--- src/design/i2a_pkg.sv ---
package i2a_pkg;

    localparam int VALUE_WIDTH = 32;

    // decimal digits needed for VALUE_WIDTH bits, floor(w * log10(2)) + 1
    localparam int DEC_DIGITS = (VALUE_WIDTH * 30103) / 100000 + 1;
    localparam int HEX_DIGITS = (VALUE_WIDTH + 3) / 4;
    localparam int NDIG       = (DEC_DIGITS > HEX_DIGITS) ? DEC_DIGITS : HEX_DIGITS;
    localparam int DIG_BITS   = NDIG * 4;
    localparam int HEX_BITS   = HEX_DIGITS * 4;
    localparam int HEX_SHIFT  = (NDIG - HEX_DIGITS) * 4;
    localparam int NDIG_W     = $clog2(NDIG + 1);
    localparam int CNT_W      = $clog2(VALUE_WIDTH + 1);
    localparam int SUM_W      = (NDIG_W + 1 > 4) ? NDIG_W + 1 : 4;

    localparam logic       OP_DEC     = 1'b0;
    localparam logic       OP_HEX     = 1'b1;
    localparam logic [7:0] CHAR_ZERO  = 8'h30;
    localparam logic [7:0] CHAR_A     = 8'h61;
    localparam logic [7:0] CHAR_MINUS = 8'h2d;

    typedef enum logic [3:0] {
        ST_IDLE = 4'b0001,
        ST_CONV = 4'b0010,
        ST_NORM = 4'b0100,
        ST_EMIT = 4'b1000
    } state_t;

    function automatic logic [7:0] nibble_char(input logic [3:0] nib);
        if (nib < 4'd10) begin
            return CHAR_ZERO + {4'd0, nib};
        end
        return CHAR_A + {4'd0, nib} - 8'd10;
    endfunction

endpackage

--- src/design/i2a_dabble_step.sv ---
module i2a_dabble_step
    import i2a_pkg::*;
(
    input  logic [DIG_BITS-1:0] digits_in,
    input  logic                bit_in,
    output logic [DIG_BITS-1:0] digits_out
);

    logic [DIG_BITS-1:0] adj;

    // add 3 to every bcd digit of 5 or more, then shift in the next binary bit
    always_comb begin
        adj = digits_in;
        for (int i = 0; i < NDIG; i++) begin
            if (digits_in[i*4 +: 4] >= 4'd5) begin
                adj[i*4 +: 4] = digits_in[i*4 +: 4] + 4'd3;
            end
        end
        digits_out = {adj[DIG_BITS-2:0], bit_in};
    end

endmodule

--- src/design/integer_to_ascii_text_top.sv ---
// a hex item goes straight to ST_NORM, which drops leading zeros (up to HEX_DIGITS-1), and
// then to ST_EMIT, which loads the first character; a decimal item first passes through
// ST_CONV, shifting each of the VALUE_WIDTH input bits through the single bcd step instance
// then one character per cycle while m_ready is high, up to 11 characters at width 32
// a new item is accepted only in ST_IDLE, once the last character is in the output register
// aresetn is synchronous and active low; it clears the sequencer and the output valid
module integer_to_ascii_text_top
    import i2a_pkg::*;
(
    input  logic                   aclk,
    input  logic                   aresetn,
    input  logic                   s_valid,
    output logic                   s_ready,
    input  logic                   s_op,
    input  logic [VALUE_WIDTH-1:0] s_value,
    output logic                   m_valid,
    input  logic                   m_ready,
    output logic [7:0]             m_char_code,
    output logic [3:0]             m_text_length,
    output logic                   m_last
);

    state_t state_reg, state_next;
    logic [VALUE_WIDTH-1:0] bin_reg, bin_next;
    logic [DIG_BITS-1:0]    dig_reg, dig_next;
    logic [NDIG_W-1:0]      ndig_reg, ndig_next;
    logic [CNT_W-1:0]       cnt_reg, cnt_next;
    logic                   sign_reg, sign_next;
    logic                   neg_reg, neg_next;
    logic [3:0]             len_reg, len_next;
    logic                   m_valid_reg, m_valid_next;
    logic [7:0]             char_reg, char_next;
    logic [3:0]             olen_reg, olen_next;
    logic                   last_reg, last_next;

    logic                   in_neg;
    logic [VALUE_WIDTH-1:0] in_mag;
    logic [DIG_BITS-1:0]    dabble_out;
    logic [3:0]             top_nib;
    logic                   out_free;
    logic [SUM_W-1:0]       len_sum;

    i2a_dabble_step u_dabble (
        .digits_in  (dig_reg),
        .bit_in     (bin_reg[VALUE_WIDTH-1]),
        .digits_out (dabble_out)
    );

    assign in_neg   = (s_op == OP_DEC) && s_value[VALUE_WIDTH-1];
    assign in_mag   = in_neg ? (~s_value + 1'b1) : s_value;
    assign top_nib  = dig_reg[DIG_BITS-1 -: 4];
    assign out_free = !m_valid_reg || m_ready;
    assign len_sum  = SUM_W'(ndig_reg) + SUM_W'(neg_reg);

    assign s_ready       = (state_reg == ST_IDLE);
    assign m_valid       = m_valid_reg;
    assign m_char_code   = char_reg;
    assign m_text_length = olen_reg;
    assign m_last        = last_reg;

    always_comb begin
        state_next   = state_reg;
        bin_next     = bin_reg;
        dig_next     = dig_reg;
        ndig_next    = ndig_reg;
        cnt_next     = cnt_reg;
        sign_next    = sign_reg;
        neg_next     = neg_reg;
        len_next     = len_reg;
        m_valid_next = m_valid_reg;
        char_next    = char_reg;
        olen_next    = olen_reg;
        last_next    = last_reg;

        if (m_valid_reg && m_ready) begin
            m_valid_next = 1'b0;
        end

        case (state_reg)
            ST_IDLE: begin
                if (s_valid) begin
                    neg_next  = in_neg;
                    sign_next = in_neg;
                    bin_next  = in_mag;
                    cnt_next  = CNT_W'(VALUE_WIDTH);
                    if (s_op == OP_HEX) begin
                        // hex digits left aligned so the top nibble is always the msd
                        dig_next   = DIG_BITS'(HEX_BITS'(in_mag)) << HEX_SHIFT;
                        ndig_next  = NDIG_W'(HEX_DIGITS);
                        state_next = ST_NORM;
                    end else begin
                        dig_next   = '0;
                        ndig_next  = NDIG_W'(DEC_DIGITS);
                        state_next = ST_CONV;
                    end
                end
            end
            ST_CONV: begin
                dig_next = dabble_out;
                bin_next = {bin_reg[VALUE_WIDTH-2:0], 1'b0};
                cnt_next = cnt_reg - 1'b1;
                if (cnt_reg == CNT_W'(1)) begin
                    state_next = ST_NORM;
                end
            end
            ST_NORM: begin
                // drop leading zeros, keeping at least one digit
                if (ndig_reg > NDIG_W'(1) && top_nib == 4'd0) begin
                    dig_next  = {dig_reg[DIG_BITS-5:0], 4'd0};
                    ndig_next = ndig_reg - 1'b1;
                end else begin
                    len_next   = len_sum[3:0];
                    state_next = ST_EMIT;
                end
            end
            ST_EMIT: begin
                if (out_free) begin
                    m_valid_next = 1'b1;
                    olen_next    = len_reg;
                    if (sign_reg) begin
                        char_next = CHAR_MINUS;
                        last_next = 1'b0;
                        sign_next = 1'b0;
                    end else begin
                        char_next = nibble_char(top_nib);
                        last_next = (ndig_reg == NDIG_W'(1));
                        dig_next  = {dig_reg[DIG_BITS-5:0], 4'd0};
                        ndig_next = ndig_reg - 1'b1;
                        if (ndig_reg == NDIG_W'(1)) begin
                            state_next = ST_IDLE;
                        end
                    end
                end
            end
            default: begin
                state_next = ST_IDLE;
            end
        endcase
    end

    always_ff @(posedge aclk) begin
        if (!aresetn) begin
            state_reg   <= ST_IDLE;
            m_valid_reg <= 1'b0;
            sign_reg    <= 1'b0;
        end else begin
            state_reg   <= state_next;
            m_valid_reg <= m_valid_next;
            sign_reg    <= sign_next;
        end
    end

    always_ff @(posedge aclk) begin
        bin_reg  <= bin_next;
        dig_reg  <= dig_next;
        ndig_reg <= ndig_next;
        cnt_reg  <= cnt_next;
        neg_reg  <= neg_next;
        len_reg  <= len_next;
        char_reg <= char_next;
        olen_reg <= olen_next;
        last_reg <= last_next;
    end

`ifndef SYNTHESIS
    a_accept_starts: assert property (@(posedge aclk) disable iff (!aresetn)
        s_valid && s_ready |=> (state_reg == ST_CONV || state_reg == ST_NORM))
        else $error("accepted item did not start a conversion");

    a_conv_count: assert property (@(posedge aclk) disable iff (!aresetn)
        (state_reg == ST_CONV) |-> (cnt_reg != '0))
        else $error("conversion running with zero bit count");

    a_emit_digits: assert property (@(posedge aclk) disable iff (!aresetn)
        (state_reg == ST_EMIT) |-> (ndig_reg != '0))
        else $error("emitting with no digits left");

    a_char_range: assert property (@(posedge aclk) disable iff (!aresetn)
        m_valid |-> ((m_char_code >= 8'h30 && m_char_code <= 8'h39)
                  || (m_char_code >= 8'h61 && m_char_code <= 8'h66)
                  || (m_char_code == CHAR_MINUS && !m_last)))
        else $error("bad output character");
`endif

endmodule
--- config.mk ---
export PLATFORM = sky130hd
export DESIGN_NAME = integer_to_ascii_text_top
export DESIGN_NICKNAME = d
export VERILOG_FILES = /design/src/design/i2a_pkg.sv /design/src/design/i2a_dabble_step.sv /design/src/design/integer_to_ascii_text_top.sv
export SDC_FILE = /design/constraint.sdc
export NUM_CORES = 1
export LEC_CHECK = 0
export ABC_AREA = 1
export BUFFER_PORTS_ARGS = -buffer_cell sky130_fd_sc_hd__buf_2
export CORE_MARGIN = 5
export CORE_UTILIZATION = 40
export CTS_CLUSTER_SIZE = 28
export DETAILED_ROUTE_END_ITERATION = 8
export HOLD_SLACK_MARGIN = 0.03
export SLEW_MARGIN = 10
export SYNTH_ARGS = -nofsm -noshare
export SYNTH_HDL_FRONTEND = slang
export SYNTH_SLANG_ARGS = --single-unit
--- constraint.sdc ---
create_clock -name aclk -period 5.2 [get_ports aclk]
set_input_delay 0.78 -clock aclk [delete_from_list [all_inputs] [get_ports aclk]]
set_output_delay 0.78 -clock aclk [all_outputs]
set_load 0.005 [all_outputs]
# Word level (Yosys, flattened, before mapping)
# Cells that the tools add are included.
totals:
  ff_bits: 106
  inputBits: 37
  output_inout_bits: 15
op_classes:
  addsub: 17
  magnitude_cmp: 12
  n_eq_ne: 13
  n_mux: 47
  n_bitwise: 3
  reduce_logical: 18
ops:
  columns: ["cell", "n"]
  rows:
  - ["2-to-1 mux 40 bit", 5]
  - ["case mux 40 bit (4 select lines)", 1]
  - ["2-to-1 mux 4 bit", 19]
  - ["2-to-1 mux 32 bit", 2]
  - ["case mux 32 bit (2 select lines)", 1]
  - ["greater-or-equal comparator 4 x 3 -> 1 bit, second input constant", 10]
  - ["adder 4 x 2 -> 4 bit, second input constant", 9]
  - ["adder 32 x 1 -> 32 bit, second input constant", 1]
  - ["NOT 32 bit", 1]
  - ["2-to-1 mux 8 bit", 2]
  - ["case mux 4 bit (4 select lines)", 1]
  - ["inequality test 2 bit, second input constant", 7]
  - ["case mux 4 bit (3 select lines)", 1]
  - ["case mux 6 bit (2 select lines)", 1]
  - ["AND reduction 5 bit", 2]
  - ["2-to-1 mux 1 bit", 9]
  - ["adder 7 x 4 -> 8 bit, first input constant", 1]
  - ["== test 4 x 1 -> 1 bit, second input constant", 2]
  - ["AND reduction 2 bit", 4]
  - ["subtractor 8 x 4 -> 8 bit, second input constant", 1]
  - ["adder 6 x 4 -> 7 bit, first input constant", 1]
  - ["== test 6 x 1 -> 1 bit, second input constant", 1]
  - ["2-to-1 mux 3 bit", 2]
  - ["2-to-1 mux 6 bit", 1]
  - ["21 further kinds", 25]

# Logic depth before layout (Yosys ltp)
# Gate-level depths: netlist (run 1).
logic_depth:
  word_depth: 6
  ltp_mapped: 12

# Cells and area by module
# A second synthesis (run 1) with hierarchy kept.
unflattened:
  cells_unflattened: 878
  area_unflattened_um2: 6939.2
modules_own_cells:
  columns: ["mod", "n_inst", "cells_each", "area_each_um2", "seq_area_each_um2"]
  rows:
  - ["integer_to_ascii_text_top", 1, 666, 5798.1, 3093.0]
  - ["i2a_dabble_step", 1, 212, 1141.1, 0.0]

# Worst setup path before layout (run 1)
# OpenSTA, ideal clock, no wires.
synth_timing:
  kind: "in2reg"
  from: "input s_valid"
  to: "register dig_reg[0] (enable)"
  setup_time_ps: 487
  t_arrival_ps: 3835
  t_required_ps: 4713
  path_slack_ps: 878
  cell_stages: 4
  path_cell_list: "inv_1 nand2_1 nand3_1 nor3_1"
synth_via:
  elab_chain_cells: 2
synth_rtl:
  columns: ["element", "line_no", "source"]
  rows:
  - ["start, declared", "integer_to_ascii_text_top.sv:12", "input logic s_valid,"]
  - ["inequality test 2 bit (no line)", null, null]
  - ["AND reduction 5 bit (no line)", null, null]
  - ["end signal, assigned", "integer_to_ascii_text_top.sv:155", "dig_reg <= dig_next;"]
  - ["end, declared", "integer_to_ascii_text_top.sv:25", "logic [DIG_BITS-1:0] dig_reg, dig_next;"]
# Every way passes these cells.
# A chain may end at the register's enable or synchronous reset.

# Worst setup path after layout (run 1)
layout_timing:
  from: "register state_reg[3]"
  to: "register dig_reg[16], data pin"
layout_via:
  elab_chain_cells: 2
  elab_cells_between_ends: 5
  cone_classes: "eq/ne: 4; mux: 1"
layout_rtl:
  columns: ["element", "line_no", "source"]
  rows:
  - ["start, declared", "integer_to_ascii_text_top.sv:23", "state_t state_reg, state_next;"]
  - ["start signal, assigned", "integer_to_ascii_text_top.sv:147", "state_reg <= state_next;"]
  - ["== test 4 bit (tied with other cells)", "integer_to_ascii_text_top.sv:79", "case (state_reg)"]
  - ["case mux 40 bit (4 select lines) (*)", "integer_to_ascii_text_top.sv:79", null]
  - ["named net dig_next[16]", "integer_to_ascii_text_top.sv:25", null]
# The timed path passes the listed nets; every way through them passes the cells marked *.

==> results by group, run 1 <==
Outcome
  – Status: completed

Hold path
  – Hold crit path type: register to register

Critical path
  – CP peak stage delay: 0.64 ns
  – Crit. End Element: register
  – WS Path Type: register to register
  – Critical path's most frequent cell: inv_2
  – CP max FO: 45
  – Slowest CP cell: inv_2
  – Crit-path cells: inv_2, nand2_1, nor3_4, inv_2, nand2_2, inv_2, nand2_1, o221ai_1
  – Cell depth of the worst flop-to-flop path: 8
  – Crit path DAT: between 2 and 3 ns
  – Worst r2r src: state_reg[3]
  – Worst R2R Setup Slack: around 2.6 ns
  – Startpoint Class: register
  – Crit path from: state_reg[3]
  – Critical Path RT: 5.39 ns
  – Crit path to: dig_reg[16]
  – Reg-to-Reg End: dig_reg[16]

Timing
  – Period utilization: between 40% and 50%
  – Slew of the pin with the lowest slew margin: 0.898 ns
  – Setup Skew: 0.00963 ns
  – Minimum clock period: between 2 and 3 ns
  – Final Max Slew Viols: 0
  – Unrepaired setup endpoints after global routing: false
  – Final setup fails: 0
  – Setup TNS: 0 ns
  – Slew headroom: 40.0%
  – Fmax: between 300 and 400 MHz
  – Fin. Hold Viols: 0

Global route
  – Initial antenna violation count: 0
  – Global-route wire length before repair: around 26 mm
  – Vias in the first global route: about 5000
  – GR Util All Layers: approximately 18%
  – Total grt overflow: 0
  – Largest net degree at the start of global routing: 71

Detailed routing
  – Routed Antenna Nets: 0
  – Vias after detailed routing: 5354
  – Vias per cell: 5.22
  – DR WL/cell: around 16 µm
  – First-pass detailed-route iteration total: 5
  – Post-route DRC: 0
  – Iteration-0 DRC Markers: 450
  – WL final: about 16 mm

Cells and area
  – Area grow syn2layout: 11.2%
  – Multi-input logic area: between 2000 and 3000 µm²
  – Seq. cell area: 3090 µm²
  – Fill count: approximately 1600
  – Layout Nets: 869
  – Antenna diode count: 0
  – Share of layout cells above drive strength 1: between 10% and 20%
  – Max reg flops: 40
  – Finished Core Util: between 40% and 50%

Synthesis
  – Gate Count Post-Synth: 761
  – Post-Syn Area: roughly 6500 µm²
  – Post-synth cell types: 31
  – Synth Net Count: 826
  – Area leader, netlist: edfxtp_1
  – Top post-synthesis cells by area: edfxtp_1, nand2_1, inv_1, ha_1, nand3_1
  – Synth Register Bits: 105
  – Post-synth top area share: between 40% and 50%
  – YS warnings: 0
  – Seq/Total Area, Yosys: a little under half
  – Syn Area/Cell: roughly 8.5 µm²

CTS
  – Worst skew pair latency: ~0.36 ns
  – Cts repair resizes: 0
  – Clk buf depth: 2
  – Sink Count: approximately 110
  – Number of CTS-inserted buffers: 9
  – H-Tree Depth: 3
  – Root buffer cell: clkbuf_16
  – Clk pin slew, worst setup/hold paths: 0.07 ns
  – Postcts setup bufs: 0
  – Hold_buf cts: 0
  – TritonCTS clock tree: built

Floorplan
  – Die Area: ~19000 µm²
  – Total I/O pin count: 52
  – Effective utilization at floorplan: 40.7%
  – Core area: between 15000 and 20000 µm²
  – Die Y: 137 µm
  – Chip width: about 140 µm
  – # rows: 46

Place
  – Gpl congestion: a little over 0.9
  – Port buffer count: 50
  – HPWL after detailed placement: approximately 12 mm

Pwr
  – VDD IR max: 0.289 mV
  – Lkg Pwr: a little over 3 nW
  – Pwr Density: 531 nW/µm²

Flow run
  – Max Cap Viol: 0
-- synthesized netlist by cell type (all sizes together) --
library cell / count
o21ai: 64
edfxtp: 99
nor2: 79
o31ai: 1
o221ai: 28
buf: 15
o211ai: 13
nand4: 10
o22ai: 2
inv: 101
nand2: 164
a21oi: 36
nand3: 65
clkbuf: 6
nor3: 7
conb: 2
o32ai: 1
a31oi: 3
and2: 1
or2: 8
xor2: 22
dfxtp: 6
ha: 28
-- layout make-up --
type	instances	area share, %
flip-flops and latches	105	43.1
multi-input cells	534	40.3
inverters	101	5.28
repair buffers	53	3.80
well taps	216	3.76
clock buffers	11	3.24
clock inverters	5	0.540
-- cell families after synthesis --
group / share of synthesized area, %
XOR/XNOR: 2.98
buffers and inverters: 7.50
adder cells (fa/ha/maj): 5.42
AO/OA/AOI/OAI: 13.9
AND/OR/NAND/NOR: 22.2
other: 0.116
flip-flops: 47.9
-- stage by stage --
step | hold WS (ns) | cells | area, µm² | setup slack (ns) | total power [W]
floorplan | 0.400 | 761 | 6460 | 0.878 | 0.00277
global placement | 0.401 | 1009 | 6910 | 2.57 | 0.00316
detailed placement | 0.407 | 1009 | 6910 | 2.51 | 0.00317
CTS | 0.424 | 1025 | 7180 | 2.57 | 0.00385
global route | 0.431 | 1025 | 7180 | 2.39 | 0.00415
finish | 0.421 | 1025 | 7180 | 2.60 | 0.00382
-- power by group --
group          internal, W  total (W)  leakage, nW  switching, W
registers          0.00145    0.00166        0.991      0.000213
logic             0.000450    0.00150         1.90       0.00105
clock network     0.000330   0.000655        0.136      0.000325
-- critical path, delay by kind of cell (launching register included) --
family                 cells  cell delay, ns
buffers and inverters      3            1.07
and+or+nand+nor            4            0.86
AOI/OAI and AO/OA          1            0.09
DFF                        1            0.38
-- layout by cell type, fill, tap and decap left out --
cell / count
nand3_2: 1
nor3_1: 5
ha_1: 28
o21ai_1: 7
clkbuf_1: 2
o21ai_4: 1
xor2_1: 22
a31oi_1: 3
inv_6: 1
or2_2: 8
inv_2: 7
nand2_2: 3
edfxtp_1: 99
o31ai_1: 1
nand4_1: 10
dfxtp_1: 6
nor2_2: 4
nand3_1: 64
nor3_4: 1
nor2_1: 74
o32ai_2: 1
clkbuf_16: 9
o22ai_1: 2
nor3_2: 1
nor2_4: 1
clkinv_2: 2
nand2_1: 161
a21oi_1: 36
o21ai_0: 56
inv_1: 94
buf_4: 3
conb_1: 2
buf_2: 50
clkinv_4: 1
inv_8: 1
o211ai_1: 13
and2_1: 1
o221ai_1: 28
-- routing by layer --
layer	vias up	GRT usage, %	part of all wire (%)
met5	-	0	0
met4	0	4.71	1.9
met3	19	4.82	6.8
met2	163	27.9	44
met1	2468	25.4	47
li1	2704	-	-
-- worst min-delay path by stage --
stage / from / end / cells after the start
after floorplan: len_reg[0] / m_text_length[0] / 0
after global placement: len_reg[0] / m_text_length[0] / 0
after detailed placement: len_reg[0] / m_text_length[0] / 0
after CTS: len_reg[0] / m_text_length[0] / 0
after global routing: len_reg[3] / m_text_length[3] / 0
final: len_reg[0] / m_text_length[0] / 0
No activity file was read; power rests on OpenSTA's default activity.
==> inputs of run 2 (changes only) <==
- clock period: 5.2 -> 2.7 ns (I/O delays scaled with it)
==> results by group, run 2 (synthesis gave the netlist of run 1 again) <==
Detailed routing
  – DR WL/cell: 16.1 µm (+1.9%)
  – Iteration-0 DRC Markers: 436 (-3.1%)
  – Vias per cell: 5.29 (+1.3%)
  – Vias after detailed routing: 5449 (+1.8%)
  – Met2 wire length: 7.27 mm (+2.0%)
  – Routed Antenna Nets: 0 (unchanged)
  – Met3 WL: 1.20 mm (+10%)
  – First-pass detailed-route iteration total: 5 (unchanged)
  – DR top layer: met4
  – Met1 wire length: 7.62 mm (-0.25%)
  – WL final: 16.6 mm (+2.4%)
  – Post-route DRC: 0 (unchanged)

Place
  – Place WS: 0.483 ns (-2.03 ns)
  – Port buffer count: 50 (unchanged)
  – HPWL after detailed placement: 12.1 mm (+3.8%)
  – DP Area: 6980 µm² (+1.0%)
  – Gpl congestion: 0.964 (+5.1%)

Cells and area
  – Design Area, Final: 7310 µm² (+1.7%)
  – Antenna diode count: 0 (unchanged)
  – Area grow syn2layout: 13.2%
  – Share of layout cells above drive strength 1: 12.5% (+0.79 points)
  – Finished Core Util: 46.0% (+0.79 points)
  – Most common cell after layout, fill and taps aside: nand2_1
  – Max reg flops: 40 (unchanged)
  – Most frequent cells in the layout: nand2_1, edfxtp_1, inv_1, nor2_1, nand3_1
  – Layout Nets: 874 (+0.58%)

Timing
  – Fmax: 448 MHz (+16%)
  – Unrepaired setup endpoints after global routing: false
  – Fin. Hold Viols: 0 (unchanged)
  – Slew headroom: 52.1% (+12 points)
  – Setup Skew: 0.00834 ns (-0.00129 ns)
  – Slew of the pin with the lowest slew margin: 0.717 ns (-0.181 ns)
  – Setup TNS: 0 ns (unchanged)
  – Final Max Slew Viols: 0 (unchanged)
  – Period utilization: 82.7% (+33 points)
  – Minimum clock period: 2.23 ns (-0.361 ns)
  – Min setup slack post-route: 0.466 ns (-2.14 ns)
  – Final setup fails: 0 (unchanged)

Floorplan
  – Die Area: 18800 µm² (unchanged)
  – Die Y: 137 µm (unchanged)
  – Core area: 15900 µm² (unchanged)
  – Effective utilization at floorplan: 40.7% (unchanged)
  – Chip width: 137 µm (unchanged)
  – # rows: 46 (unchanged)
  – Total I/O pin count: 52 (unchanged)

CTS
  – H-Tree Depth: 3 (unchanged)
  – Number of CTS-inserted buffers: 9 (unchanged)
  – TritonCTS clock tree: built
  – Clk buf depth: 2 (unchanged)
  – Worst skew pair latency: 0.36 ns (about the same)
  – Root buffer cell: clkbuf_16
  – Sink Count: 105 (unchanged)
  – Hold_buf cts: 0 (unchanged)
  – Cts repair resizes: 0 (unchanged)
  – Clk pin slew, worst setup/hold paths: 0.08 ns (about the same)
  – Postcts setup bufs: 0 (unchanged)

Pwr
  – Sw Pwr: 0.00313 W (+97%)
  – Switching part of the total: 40.7% (-0.83 points)
  – Sequential power share: 42.0% (-1.6 points)
  – Lkg Pwr: 3.07 nW (+1.6%)
  – Share of total power in the clock network: 19.1% (+1.9 points)
  – VDD IR max: 0.638 mV (+120%)
  – Power Internal: 0.00455 W (+100%)
  – Power after layout: 0.00768 W (+100%)
  – Comb pwr share: 38.9% (-0.4 points)
  – Pwr Density: 1050 nW/µm² (+98%)

Critical path
  – WS Path Type: register to register
  – Startpoint Class: register
  – Crit path DAT: 2.43 ns (-0.36 ns)
  – Crit. End Element: register
  – Critical Path RT: 2.90 ns (-2.49 ns)
  – CP max FO: 33 (-27%)

Global route
  – Initial antenna violation count: 0 (unchanged)
  – Vias in the first global route: 5169 (+3.3%)
  – GR Util All Layers: 18.3% (+0.20 points)
  – Largest net degree at the start of global routing: 41 (-42%)
  – Global-route wire length before repair: 26.8 mm (+1.9%)
  – Total grt overflow: 0 (unchanged)

Flow run
  – Max Cap Viol: 0 (unchanged)

Hold path
  – Hold crit path type: primary input to register

Outcome
  – Status: completed
[run 2: final timing paths]
path	slack (ns)	end	cells past startpoint	start
max	0.47	dig_reg[19]	7	state_reg[3]
min	0.29	state_reg[0]	2	aresetn
max reg2reg	0.47	dig_reg[19]	7	state_reg[3]
min reg2reg	0.42	m_text_length[3]	0	len_reg[3]
[run 2: layer usage]
metal | vias to the layer above | GRT usage, %
met5 | - | 0
met4 | 0 | 6.98
met3 | 32 | 3.75
met2 | 209 | 28.2
met1 | 2492 | 25.5
li1 | 2716 | -
[run 2: area by class of cell]
type / count / area [µm²]
sequential: 105 / 3090
tap: 216 / 270
clock buffer: 9 / 225
clock inverter: 7 / 103
fill: 1657 / 8580
multi-input combinational: 534 / 2900
timing repair buffer: 58 / 335
inverter: 101 / 379
[run 2: metrics by stage]
| step | cells | hold WS (ns) |
|---|---|---|
| 2_1_floorplan | 761 | 0.400 |
| 3_3_place_gp | 1014 | 0.402 |
| 3_5_place_dp | 1014 | 0.409 |
| 4_1_cts | 1030 | 0.272 |
| 5_1_grt | 1030 | 0.278 |
| 6_report | 1030 | 0.287 |
[run 2: critical path: stages (launching register included)]
cell	delay, ns
dfxtp_1	0.34
inv_2	0.06
nand2_1	0.10
nor3_4	0.44
buf_4	0.39
buf_4	0.40
o21ai_0	0.16
o221ai_1	0.16
[run 2: power by group through the flow]
stage	registers [W]	clock network, W	logic [W]
2_1_floorplan	0.00313	0	0.00217
3_3_place_gp	0.00325	0	0.00300
3_5_place_dp	0.00324	0	0.00299
4_1_cts	0.00322	0.00150	0.00300
5_1_grt	0.00330	0.00157	0.00344
6_report	0.00322	0.00147	0.00299
==> inputs of run 3 (changes only) <==
- clock period: 2.7 -> 2 ns (I/O delays scaled with it)
==> results by group, run 3 (synthesis gave the netlist of run 1 again) <==
Outcome
  – Status: completed

Cells and area
  – Most common cell after layout, fill and taps aside: nand2_1
  – Antenna diode count: 0 (unchanged)
  – Fill count: 1616 (-2.5%)
  – Max reg flops: 40 (unchanged)
  – Fin cells: 1047 (+1.7%)
  – Share of layout cells above drive strength 1: 14.8% (+2.3 points)
  – Layout Nets: 891 (+1.9%)
  – Most frequent cells in the layout: nand2_1, edfxtp_1, inv_1, nor2_1, nand3_1
  – Area grow syn2layout: 15.8%

Critical path
  – Worst path top cell family by delay: buffers and inverters
  – Reg-to-Reg End: dig_reg[39]
  – Critical path's most frequent cell: inv_2
  – CP Depth: 10 (+3)
  – Crit path from: dig_reg[37]
  – Slowest CP cell: edfxtp_1
  – CP peak stage delay: 0.44 ns (about the same)
  – Worst R2R Setup Slack: 0.16 ns (-0.30 ns)
  – CP max FO: 10 (-70%)
  – Worst r2r src: dig_reg[37]
  – Crit path to: dig_reg[39]
  – Startpoint Class: register
  – Critical Path RT: 2.08 ns (-0.82 ns)
  – Cell depth of the worst flop-to-flop path: 10 (+3)
  – WP buf/inv: 5 (+2)
  – Crit-path cells: inv_2, ha_1, inv_1, nor2_1, nand2_1, inv_2, nor2_4, nor3_4, buf_4, clkbuf_16
  – WS Path Type: register to register
  – Crit. End Element: register
  – Crit path DAT: 1.92 ns (-0.51 ns)

Detailed routing
  – Vias after detailed routing: 5485 (+0.66%)
  – Post-route DRC: 0 (unchanged)
  – WL final: 16.9 mm (+1.9%)
  – Routed Antenna Nets: 0 (unchanged)
  – Iteration-0 DRC Markers: 376 (-14%)
  – First-pass detailed-route iteration total: 5 (unchanged)
  – Vias per cell: 5.24 (-0.97%)
  – DR WL/cell: 16.1 µm (+0.27%)

Global route
  – Initial antenna violation count: 0 (unchanged)
  – Grt met2 use: 30.1% (+1.9 points)
  – Grt met1 use: 25.0% (-0.50 points)
  – Total grt overflow: 0 (unchanged)
  – GR Util All Layers: 18.7% (+0.35 points)
  – Vias in the first global route: 5261 (+1.8%)
  – Largest net degree at the start of global routing: 64 (+56%)
  – Gr busiest metal: met2
  – Global-route wire length before repair: 27.0 mm (+0.54%)
  – M3 GR Usage: 3.82% (+0.074 points)

CTS
  – Hold_buf cts: 0 (unchanged)
  – Root buffer cell: clkbuf_16
  – H-Tree Depth: 3 (unchanged)
  – Clk pin slew, worst setup/hold paths: 0.08 ns (about the same)
  – Sink Count: 105 (unchanged)
  – Number of CTS-inserted buffers: 9 (unchanged)
  – Worst skew pair latency: 0.37 ns (about the same)
  – Clk buf depth: 2 (unchanged)
  – TritonCTS clock tree: built

Timing
  – WHS: 0.179 ns (-0.108 ns)
  – Setup Skew: 0.0155 ns (+0.00716 ns)
  – Final Max Slew Viols: 0 (unchanged)
  – Fmax: 544 MHz (+21%)
  – Minimum clock period: 1.84 ns (-0.395 ns)
  – Min setup slack post-route: 0.161 ns (-0.305 ns)
  – Unrepaired setup endpoints after global routing: false
  – Fin. Hold Viols: 0 (unchanged)
  – Final setup fails: 0 (unchanged)
  – Period utilization: 92.0% (+9.2 points)

Flow run
  – Max Cap Viol: 0 (unchanged)

Place
  – Cells after DPL: 1027 (+1.3%)
  – Gpl congestion: 0.951 (-1.4%)
  – Place WS: 0.121 ns (-0.362 ns)
  – HPWL after detailed placement: 12.4 mm (+2.6%)
  – Port buffer count: 50 (unchanged)

Floorplan
  – Die Y: 137 µm (unchanged)
  – Core area: 15900 µm² (unchanged)
  – Chip width: 137 µm (unchanged)
  – # rows: 46 (unchanged)
  – Total I/O pin count: 52 (unchanged)
  – Die Area: 18800 µm² (unchanged)
  – Effective utilization at floorplan: 40.7% (unchanged)

Pwr
  – Lkg Pwr: 3.16 nW (+2.9%)
  – Power after layout: 0.0107 W (+39%)
  – Pwr Density: 1430 nW/µm² (+36%)
  – VDD IR max: 0.879 mV (+38%)

Hold path
  – Hold crit path type: primary input to register
[run 3: stage by stage]
stage / cell area [µm²] / setup TNS [ns] / util (%)
detailed placement: 7120 / 0 / 44.8
floorplan: 6490 / -15.82 / -
CTS: 7430 / 0 / 46.8
finish: 7480 / 0 / 47.1
global placement: 7120 / 0 / 44.8
global route: 7480 / 0 / 47.1
[run 3: worst reg2reg max path, stage by stage (launching register included)]
cell,delay [ns]
edfxtp_1,0.44
inv_2,0.11
ha_1,0.14
inv_1,0.04
nor2_1,0.10
nand2_1,0.07
inv_2,0.08
nor2_4,0.06
nor3_4,0.19
buf_4,0.17
clkbuf_16,0.16
[run 3: cell type report]
| cell class | count | area [µm²] | area share, % |
|---|---|---|---|
| sequential | 105 | 3090 | 41.3 |
| multi-input combinational | 534 | 2910 | 38.9 |
| timing repair buffer | 75 | 522 | 6.97 |
| inverter | 101 | 379 | 5.07 |
| tap | 216 | 270 | 3.61 |
| clock buffer | 10 | 229 | 3.06 |
| clock inverter | 6 | 75.1 | 1.00 |
[run 3: worst min path at each step]
stage	slack, ns	to	depth (start not counted)	startpoint
3_5_place_dp	0.41	m_text_length[3]	0	len_reg[3]
6_report	0.18	state_reg[0]	2	aresetn
3_3_place_gp	0.40	m_text_length[3]	0	len_reg[3]
4_1_cts	0.16	state_reg[0]	2	aresetn
2_1_floorplan	0.38	state_reg[0]	1	aresetn
5_1_grt	0.18	state_reg[0]	2	aresetn
[run 3: timing repair]
action                     4_1_cts  5_1_grt
resized for setup                0        3
buffers inserted                 0        2
setup endpoints to repair        0       41
[run 3: metal layers]
metal / wire, µm / vias up
li1: - / 2753
met3: 1030 / 33
met4: 425 / 0
met2: 7670 / 159
met5: 0 / -
met1: 7760 / 2540
[run 3: power by group]
group | leakage, nW | switching, W | total (W) | internal [W]
Sequential | 0.991 | 0.000551 | 0.00431 | 0.00375
Clock | 0.145 | 0.000856 | 0.00185 | 0.000990
Combinational | 2.03 | 0.00293 | 0.00454 | 0.00162
